`src/rtl/hpf_pkg.sv`:
```
// Shared types, constants and character helpers for the hex packet framer.
package hpf_pkg;

  // Bytes per header field, each written as two hex digits per byte.
  localparam int ID_BYTES     = 1;
  localparam int CMD_BYTES    = 1;
  localparam int LENGTH_BYTES = 1;
  localparam int ADDR_BYTES   = 4;

  localparam int ID_W   = 8 * ID_BYTES;
  localparam int CMD_W  = 8 * CMD_BYTES;
  localparam int LEN_W  = 8 * LENGTH_BYTES;
  localparam int ADDR_W = 8 * ADDR_BYTES;
  localparam int HDR_W  = ID_W + CMD_W + LEN_W + ADDR_W;

  localparam int HDR_DIGITS    = HDR_W / 4;
  localparam int TRAILER_CHARS = 4;
  localparam int IDX_W         = $clog2(HDR_DIGITS + TRAILER_CHARS + 1);

  // Item queue between front and back; depth must be a power of two.
  localparam int Q_DEPTH = 2;
  localparam int Q_PTR_W = $clog2(Q_DEPTH);
  localparam int Q_CNT_W = $clog2(Q_DEPTH + 1);

  localparam logic [7:0] CRC_POLY    = 8'h07;
  localparam logic [7:0] CRC_XOR_OUT = 8'h55;

  localparam logic [7:0] CH_ZERO = 8'h30;
  localparam logic [7:0] CH_A    = 8'h41;
  localparam logic [7:0] CH_SEMI = 8'h3B;
  localparam logic [7:0] CH_NL   = 8'h0A;

  // Input item kinds.
  localparam logic KIND_HEADER = 1'b0;
  localparam logic KIND_DATA   = 1'b1;

  // Configuration register indexes.
  localparam logic CFG_DATA_HEX_MODE = 1'b0;
  localparam logic CFG_WRITE_CMD     = 1'b1;

  // Trailer character positions.
  localparam logic [1:0] TR_CRC_HI = 2'd0;
  localparam logic [1:0] TR_CRC_LO = 2'd1;
  localparam logic [1:0] TR_SEMI   = 2'd2;
  localparam logic [1:0] TR_NL     = 2'd3;

  typedef struct packed {
    logic       data_hex_mode;
    logic [7:0] write_command_code;
  } cfg_t;

  // One unit of work for the back end: a header or a data byte.
  typedef struct packed {
    logic             is_hdr;
    logic             hex;      // data byte written as two digits
    logic             trailer;  // CRC trailer follows this item
    logic [HDR_W-1:0] word;     // header digits, or data byte in the low bits
  } job_t;

  function automatic logic [HDR_W-1:0] hdr_word(input logic [7:0] id,
                                                input logic [7:0] cmd,
                                                input logic [7:0] len,
                                                input logic [31:0] addr);
    hdr_word = {ID_W'(id), CMD_W'(cmd), LEN_W'(len), ADDR_W'(addr)};
  endfunction

  function automatic logic [7:0] hex_char(input logic [3:0] nib);
    if (nib < 4'd10) begin
      hex_char = CH_ZERO + {4'd0, nib};
    end else begin
      hex_char = CH_A + {4'd0, nib} - 8'd10;
    end
  endfunction

  // One character through the MSB-first CRC-8.
  function automatic logic [7:0] crc8_feed(input logic [7:0] crc, input logic [7:0] c);
    logic [7:0] r;
    r = crc ^ c;
    for (int b = 0; b < 8; b++) begin
      if (r[7]) begin
        r = {r[6:0], 1'b0} ^ CRC_POLY;
      end else begin
        r = {r[6:0], 1'b0};
      end
    end
    crc8_feed = r;
  endfunction

endpackage

```
`src/rtl/hpf_front.sv`:
```
// Front end: accepts items, tracks the payload count, drops stray data, builds jobs.
module hpf_front (
  input  logic                clk,
  input  logic                rst,
  input  hpf_pkg::cfg_t       cfg,
  input  logic                in_valid,
  output logic                in_ready,
  input  logic                kind,
  input  logic [7:0]          frame_id,
  input  logic [7:0]          command,
  input  logic [7:0]          payload_length,
  input  logic [31:0]         target_address,
  input  logic [7:0]          data_byte,
  input  logic                q_full,
  output logic                push,
  output hpf_pkg::job_t       push_job
);

  logic       in_payload;
  logic [7:0] bytes_left;
  logic       accept;
  logic       go_payload;
  logic       data_ok;

  assign in_ready   = !q_full;
  assign accept     = in_valid && in_ready;
  assign go_payload = (command == cfg.write_command_code) && (payload_length != 8'd0);
  assign data_ok    = in_payload && (bytes_left != 8'd0);
  assign push       = accept && ((kind == hpf_pkg::KIND_HEADER) || data_ok);

  always_comb begin
    if (kind == hpf_pkg::KIND_HEADER) begin
      push_job.is_hdr  = 1'b1;
      push_job.hex     = 1'b1;
      push_job.trailer = !go_payload;
      push_job.word    = hpf_pkg::hdr_word(frame_id, command, payload_length,
                                           target_address);
    end else begin
      push_job.is_hdr  = 1'b0;
      push_job.hex     = cfg.data_hex_mode;
      push_job.trailer = (bytes_left == 8'd1);
      push_job.word    = hpf_pkg::HDR_W'(data_byte);
    end
  end

  always_ff @(posedge clk) begin
    if (rst) begin
      in_payload <= 1'b0;
      bytes_left <= 8'd0;
    end else if (accept) begin
      if (kind == hpf_pkg::KIND_HEADER) begin
        in_payload <= go_payload;
        bytes_left <= go_payload ? payload_length : 8'd0;
      end else if (data_ok) begin
        bytes_left <= bytes_left - 8'd1;
        if (bytes_left == 8'd1) begin
          in_payload <= 1'b0;
        end
      end
    end
  end

endmodule

```
`src/rtl/hpf_queue.sv`:
```
// Short job queue between front and back ends.
module hpf_queue (
  input  logic          clk,
  input  logic          rst,
  input  logic          push,
  input  hpf_pkg::job_t push_job,
  input  logic          pop,
  output logic          full,
  output logic          head_valid,
  output hpf_pkg::job_t head
);

  hpf_pkg::job_t                 mem [hpf_pkg::Q_DEPTH];
  logic [hpf_pkg::Q_PTR_W-1:0]   wr_ptr;
  logic [hpf_pkg::Q_PTR_W-1:0]   rd_ptr;
  logic [hpf_pkg::Q_CNT_W-1:0]   count;

  assign full       = (count == hpf_pkg::Q_CNT_W'(hpf_pkg::Q_DEPTH));
  assign head_valid = (count != '0);
  assign head       = mem[rd_ptr];

  always_ff @(posedge clk) begin
    if (push) begin
      mem[wr_ptr] <= push_job;
    end
  end

  always_ff @(posedge clk) begin
    if (rst) begin
      wr_ptr <= '0;
      rd_ptr <= '0;
      count  <= '0;
    end else begin
      if (push) begin
        wr_ptr <= wr_ptr + hpf_pkg::Q_PTR_W'(1);
      end
      if (pop) begin
        rd_ptr <= rd_ptr + hpf_pkg::Q_PTR_W'(1);
      end
      if (push && !pop) begin
        count <= count + hpf_pkg::Q_CNT_W'(1);
      end else if (pop && !push) begin
        count <= count - hpf_pkg::Q_CNT_W'(1);
      end
    end
  end

endmodule

```
`src/rtl/hpf_back.sv`:
```
// Back end: serializes jobs into characters, runs the CRC, drives the output register.
module hpf_back (
  input  logic          clk,
  input  logic          rst,
  input  logic          head_valid,
  input  hpf_pkg::job_t head,
  output logic          pop,
  output logic          out_valid,
  input  logic          out_ready,
  output logic [7:0]    out_char,
  output logic          last
);

  logic [hpf_pkg::IDX_W-1:0] idx;
  logic [hpf_pkg::IDX_W-1:0] body_len;
  logic [hpf_pkg::IDX_W-1:0] total;
  logic [hpf_pkg::IDX_W-1:0] nib_sel;
  logic [hpf_pkg::IDX_W-1:0] tpos_full;
  logic [1:0]                tpos;
  logic [hpf_pkg::HDR_W-1:0] shifted;
  logic [7:0]                crc;
  logic [7:0]                crc_base;
  logic [7:0]                crc_x;
  logic [7:0]                body_char;
  logic [7:0]                char_next;
  logic                      last_next;
  logic                      in_body;
  logic                      emit;
  logic                      job_done;

  always_comb begin
    if (head.is_hdr) begin
      body_len = hpf_pkg::IDX_W'(hpf_pkg::HDR_DIGITS);
    end else if (head.hex) begin
      body_len = hpf_pkg::IDX_W'(2);
    end else begin
      body_len = hpf_pkg::IDX_W'(1);
    end
    total     = body_len + (head.trailer ? hpf_pkg::IDX_W'(hpf_pkg::TRAILER_CHARS) : '0);
    in_body   = (idx < body_len);
    nib_sel   = body_len - hpf_pkg::IDX_W'(1) - idx;
    tpos_full = idx - body_len;
    tpos      = tpos_full[1:0];
    shifted   = head.word >> {nib_sel, 2'b00};
    crc_x     = crc ^ hpf_pkg::CRC_XOR_OUT;

    if (!head.is_hdr && !head.hex) begin
      body_char = head.word[7:0];
    end else begin
      body_char = hpf_pkg::hex_char(shifted[3:0]);
    end

    last_next = 1'b0;
    if (in_body) begin
      char_next = body_char;
    end else begin
      case (tpos)
        hpf_pkg::TR_CRC_HI: char_next = hpf_pkg::hex_char(crc_x[7:4]);
        hpf_pkg::TR_CRC_LO: char_next = hpf_pkg::hex_char(crc_x[3:0]);
        hpf_pkg::TR_SEMI:   char_next = hpf_pkg::CH_SEMI;
        hpf_pkg::TR_NL: begin
          char_next = hpf_pkg::CH_NL;
          last_next = 1'b1;
        end
        default: char_next = hpf_pkg::CH_NL;
      endcase
    end

    // A header restarts the CRC on its first character.
    crc_base = (head.is_hdr && idx == '0) ? 8'd0 : crc;
  end

  assign emit     = head_valid && (!out_valid || out_ready);
  assign job_done = (idx == total - hpf_pkg::IDX_W'(1));
  assign pop      = emit && job_done;

  always_ff @(posedge clk) begin
    if (rst) begin
      idx       <= '0;
      crc       <= 8'd0;
      out_valid <= 1'b0;
    end else begin
      if (emit) begin
        idx       <= job_done ? '0 : idx + hpf_pkg::IDX_W'(1);
        out_valid <= 1'b1;
        if (in_body) begin
          crc <= hpf_pkg::crc8_feed(crc_base, body_char);
        end
      end else if (out_ready) begin
        out_valid <= 1'b0;
      end
    end
  end

  always_ff @(posedge clk) begin
    if (emit) begin
      out_char <= char_next;
      last     <= last_next;
    end
  end

  a_last_is_newline: assert property (@(posedge clk) disable iff (rst)
    (out_valid && last) |-> (out_char == hpf_pkg::CH_NL))
    else $error("last flag on a character other than newline");

  a_idx_in_range: assert property (@(posedge clk) disable iff (rst)
    head_valid |-> (idx < total))
    else $error("character index past end of job");

  a_idx_needs_job: assert property (@(posedge clk) disable iff (rst)
    (idx != '0) |-> head_valid)
    else $error("job left queue mid-serialization");

  a_pop_resets_idx: assert property (@(posedge clk) disable iff (rst)
    pop |=> (idx == '0))
    else $error("index not cleared after job completion");

endmodule

```
`src/rtl/hex_packet_framer_crc8_core.sv`:
```
// Top level of the ASCII hex packet framer with CRC-8 trailer.
//
//  channel  direction  handshake            payload
//  in       to block   in_valid/in_ready    kind, frame_id, command, payload_length,
//                                           target_address, data_byte
//  out      from block out_valid/out_ready  out_char, last
//  cfg      to block   cfg_we (no wait)     cfg_index, cfg_data
//
// The back end emits one character per cycle into a single output register, while
// out_ready allows it. A header item is 14 characters of output, plus 4 when the
// trailer follows at once; a data item is 2 characters in hex mode or 1 in raw
// mode, plus 4 on the last byte. Output character rate is the only throughput limit.
// A two-item queue lets the front take new items while the back serializes.
// Reset is synchronous and active high: it empties the queue, clears the
// CRC and payload count, and sets data_hex_mode = 1 and write_command_code = 1.
// Stray data items (no payload expected) are accepted and dropped.
module hex_packet_framer_crc8_core (
  input  logic        clk,
  input  logic        rst,
  // input items
  input  logic        in_valid,
  output logic        in_ready,
  input  logic        kind,
  input  logic [7:0]  frame_id,
  input  logic [7:0]  command,
  input  logic [7:0]  payload_length,
  input  logic [31:0] target_address,
  input  logic [7:0]  data_byte,
  // result items
  output logic        out_valid,
  input  logic        out_ready,
  output logic [7:0]  out_char,
  output logic        last,
  // configuration writes
  input  logic        cfg_we,
  input  logic        cfg_index,
  input  logic [7:0]  cfg_data
);

  hpf_pkg::cfg_t cfg;
  hpf_pkg::job_t push_job;
  hpf_pkg::job_t head;
  logic          push;
  logic          pop;
  logic          q_full;
  logic          head_valid;

  // Configuration registers; the user must write them only while the block is idle (not enforced here).
  always_ff @(posedge clk) begin
    if (rst) begin
      cfg.data_hex_mode      <= 1'b1;
      cfg.write_command_code <= 8'd1;
    end else if (cfg_we) begin
      case (cfg_index)
        hpf_pkg::CFG_DATA_HEX_MODE: cfg.data_hex_mode      <= cfg_data[0];
        hpf_pkg::CFG_WRITE_CMD:     cfg.write_command_code <= cfg_data;
        default: ;
      endcase
    end
  end

  // Front: classify items and track the expected payload.
  hpf_front u_front (
    .clk            (clk),
    .rst            (rst),
    .cfg            (cfg),
    .in_valid       (in_valid),
    .in_ready       (in_ready),
    .kind           (kind),
    .frame_id       (frame_id),
    .command        (command),
    .payload_length (payload_length),
    .target_address (target_address),
    .data_byte      (data_byte),
    .q_full         (q_full),
    .push           (push),
    .push_job       (push_job)
  );

  // Queue decouples item intake from character output.
  hpf_queue u_queue (
    .clk        (clk),
    .rst        (rst),
    .push       (push),
    .push_job   (push_job),
    .pop        (pop),
    .full       (q_full),
    .head_valid (head_valid),
    .head       (head)
  );

  // Back: one character per cycle while the output is not stalled, CRC over header and payload characters.
  hpf_back u_back (
    .clk        (clk),
    .rst        (rst),
    .head_valid (head_valid),
    .head       (head),
    .pop        (pop),
    .out_valid  (out_valid),
    .out_ready  (out_ready),
    .out_char   (out_char),
    .last       (last)
  );

endmodule
```
`config.mk`:
```
export PLATFORM = sky130hd
export DESIGN_NAME = hex_packet_framer_crc8_core
export DESIGN_NICKNAME = d
export VERILOG_FILES = /design/src/rtl/hpf_pkg.sv /design/src/rtl/hpf_front.sv /design/src/rtl/hpf_queue.sv /design/src/rtl/hpf_back.sv /design/src/rtl/hex_packet_framer_crc8_core.sv
export SDC_FILE = /design/constraint.sdc
export NUM_CORES = 1
export LEC_CHECK = 0
export ABC_AREA = 1
export BUFFER_PORTS_ARGS = -buffer_cell sky130_fd_sc_hd__buf_2
export CELL_PAD_IN_SITES_DETAIL_PLACEMENT = 0
export CELL_PAD_IN_SITES_GLOBAL_PLACEMENT = 1
export CORE_MARGIN = 2
export CORE_UTILIZATION = 42
export CTS_BUF_LIST = sky130_fd_sc_hd__clkbuf_8
export CTS_CLUSTER_DIAMETER = 80
export CTS_CLUSTER_SIZE = 8
export DETAILED_ROUTE_END_ITERATION = 6
export MAX_ROUTING_LAYER = met4
export PLACE_DENSITY = 0.86
export SYNTH_ARGS = -nofsm -noshare
export SYNTH_HDL_FRONTEND = slang
export SYNTH_SLANG_ARGS = --single-unit
```
`constraint.sdc`:
```
create_clock -name clk -period 4.2 [get_ports clk]
set_clock_uncertainty 0.2 [all_clocks]
set_input_delay 0.63 -clock clk [delete_from_list [all_inputs] [get_ports clk]]
set_output_delay 0.63 -clock clk [all_outputs]
set_load 0.02 [all_outputs]
```
==> impl_metrics.py <==
metrics = {
    "timing": {
        "fin_tns_setup_ns": 0,
        "relSlewSlack_pct": 48.37,
        "setup_viol": 0,
        "fmax_mhz": 258.6,
        "hold_slack_ns": 0.1955,
        "grt_setup_unrepaired": "no",
        "hold_viol": 0,
        "fin_ws_ns": 0.3331,
        "period_needed_ns": 3.867,
        "timing.final.crit_share_pct": 92.07,
        "maxSlewViolCount": 0,
        "tightest_slew_ns": 0.7664,
    },
    "setup_path": {
        "crit_arrival_ns": 4.03,
        "required_ns": 4.36,
        "crit_fanout": 9,
        "cp-end-kind": "register",
        "path_class": "reg -> reg",
        "crit_path_start_kind": "register",
    },
    "synthesis": {
        "synthFlopType": "edfxtp_1",
        "synth-compound-area-share_pct": 7.339,
        "yosys-top-cells-area": "edfxtp_1, nand2_1, dfxtp_1, nand3_1, nor2_1",
        "yosys.area_share.simple_pct": 26.05,
        "synth_top_family_by_area": "simple AND/OR/NAND/NOR gates",
        "syn_nets": 1131,
        "ys_ff_latch": 164,
        "synth.largest_area_cell": "edfxtp_1",
        "synth_fa_ha_area_share_pct": 3.294,
        "synth.mux.area_fraction_pct": 0,
        "yosysWarnings": 0,
        "postSynthCellCount": 1031,
        "syn_area_per_cell_um2": 8.400,
        "ys_seq_area_share_pct": 52.59,
        "ys_types": 45,
        "synth-xor-area-share_pct": 2.485,
        "synth-edff-count": 127,
        "syn-cell-area_mm2": 0.008661,
        "async_flop_share_pct": 0,
        "synth_top_area_share_pct": 44.03,
    },
    "placed_design": {
        "port_buffers": 89,
        "dp.cells": 1373,
        "dp_hpwl_mm": 14.08,
        "dp_slack_ns": 0.1317,
        "place.gp.congestion": 0.8900,
    },
    "clock_tree": {
        "cts_num_sinks": 164,
        "cts_buffers": 17,
        "cts_tree": "yes",
        "clock_path_buffers": 2,
        "hold_buffers": 0,
        "htreeDepth": 4,
        "clock_latency_ns": 0.46,
        "clkTransAtPathRegs_ns": 0.09,
        "root_buffer": "clkbuf_8",
    },
    "grt": {
        "grt_max_degree": 62,
        "top_usage_layer": "met2",
        "grtUsageMet2_pct": 32.33,
        "use_met1_pct": 25.36,
        "grt_pass1_vias": 6666,
        "track_usage_pct": 19.79,
        "grt_pass1_wl_mm": 33.12,
        "met3_usage_pct": 3.056,
        "antenna_found_initial": 0,
        "grt.overflow.total": 0,
    },
    "layout": {
        "stdcell_count": 1407,
        "antennaDiodeCount": 0,
        "layout.nets": 1224,
        "area_growth_pct": 14.75,
        "drive_gt1_share_pct": 15.92,
    },
    "floorplan": {
        "io_pins": 90,
        "coreArea_mm2": 0.02023,
        "die_area_mm2": 0.02179,
        "initial_core_util_pct": 42.80,
        "num_rows": 52,
        "die_w_um": 147.6,
        "fp.dieH_um": 147.6,
    },
    "status": {
        "status": "completed",
    },
    "power_and_ir_drop": {
        "cellPowerDensity_mw_per_mm2": 429.4,
        "cellLeakagePower_nw": 4.421,
        "max-vdd-ir-drop_v": 0.0002160,
    },
    "route": {
        "postRouteAntennaNets": 0,
        "dr.first_iter.drc_count": 515,
        "vias": 6907,
        "drc": 0,
        "wirelength_mm": 20.05,
        "wl_per_cell_um": 14.25,
        "dr.pass1.iters": 5,
        "viasPerCell": 4.909,
    },
    "job": {
        "maxCapViolCount": 0,
    },
    "hold_path": {
        "min_path_type": "in -> reg",
    },
}
==> cell usage after synthesis (all sizes together) (2+ instances only) <==
| library cell | number |
|---|---|
| xor2 | 19 |
| clkbuf | 12 |
| dfxtp | 37 |
| nand4 | 6 |
| o21a | 2 |
| o21ai | 53 |
| xnor2 | 3 |
| or2 | 6 |
| a31oi | 9 |
| clkinv | 2 |
| buf | 24 |
| nor3 | 5 |
| nand3 | 110 |
| fa | 3 |
| a21oi | 28 |
| o211ai | 7 |
| nand2 | 275 |
| edfxtp | 127 |
| nor2 | 135 |
| nor4 | 5 |
| ha | 18 |
| inv | 136 |
==> worst paths after layout <==
path,startpoint,endpoint,slack (ns),cells after the start
setup / recovery,register,u_back.crc[4],0.33,26
hold / removal,cfg_data[0],cfg[0],0.20,3
setup reg to reg,register,u_back.crc[4],0.33,26
hold reg to reg,cfg[1],cfg[1],0.28,2
==> placed cells by master (no fill, tap or decap), drive strengths merged <==
cell      count
clkinvlp      1
o2111ai       1
edfxtp      127
a2111oi       1
or2           6
nand3       110
xor2         19
nor3          5
nor3b         1
clkbuf       19
o21a          2
fa            3
bufinv        3
a211oi        1
a22o          1
nand4         6
nand2       275
o31ai         1
xnor2         3
o21ai        53
nor4          5
ha           18
dfxtp        37
a221oi        1
inv         143
o211ai        7
a21oi        28
a32o          1
nor2        135
a31oi         9
a21boi        1
clkinv        4
buf         110
==> flip-flops by register name (all words and copies together), names as in the netlist, 2 cells and up, named ones only <==
signal              cells
u_front.bytes_left      8
u_back.crc              8
u_queue.count           2
u_queue.mem           118
u_back.out_char         8
cfg                     9
u_back.idx              5
==> worst max-delay path: stages (launching register included) <==
cell	delay, ns
dfxtp_4	0.38
inv_2	0.04
or2_2	0.27
o21a_4	0.16
nor2_4	0.11
inv_2	0.05
fa_1	0.42
nand2_1	0.13
nand2_2	0.13
buf_4	0.20
inv_1	0.11
nand3_1	0.09
nand2_1	0.07
nand2_1	0.05
nand2_1	0.10
nand3_2	0.13
nand2_2	0.14
nand2_4	0.09
nand3_1	0.08
nand2_1	0.16
xor2_1	0.20
nand2_1	0.08
nand2_1	0.09
nand2_1	0.08
nand2_1	0.05
o21ai_1	0.11
inv_1	0.04
==> through the flow <==
stage                     power [mW]  area [um^2]  util [%]
after floorplan                2.742         8666         -
after global placement         3.051         9444     46.67
after detailed placement       3.057         9444     46.67
after CTS                      4.260         9862     48.74
after global routing           4.536         9938     49.12
final                          4.268         9938     49.12
==> cell type report <==
cell class                 count  area [um^2]
clock buffer                  19        261.5
sequential                   164         4558
multi-input combinational    693         3456
timing repair buffer         110        648.1
inverter                     138        520.5
fill                        1915        10300
tap                          270        337.8
clock inverter                13        156.4
==> cells by family after synthesis <==
| kind of cell | Yosys count |
|---|---|
| buffers and inverters | 174 |
| adder cells (fa/ha/maj) | 21 |
| AND/OR/NAND/NOR | 543 |
| flip-flops | 164 |
| XOR/XNOR | 22 |
| AO/OA/AOI/OAI | 107 |
==> metal layers <==
layer	part of all wire (%)	wire, um
met1	47	9390
met2	48	9541
met3	3.6	719
met4	2.0	399
met5	0	0
==> where the power goes <==
group | switching [mW] | internal (mW)
registers | 0.0531 | 1.86
clock network | 0.592 | 0.621
logic | 0.745 | 0.399
total | 1.39 | 2.88
==> timing repair <==
item / 4_1_cts / 5_1_grt
resized for setup: 0 / 21
setup buffers: 0 / 2
setup endpoints to repair: 0 / 9
No activity file was read; power rests on OpenSTA's default activity.
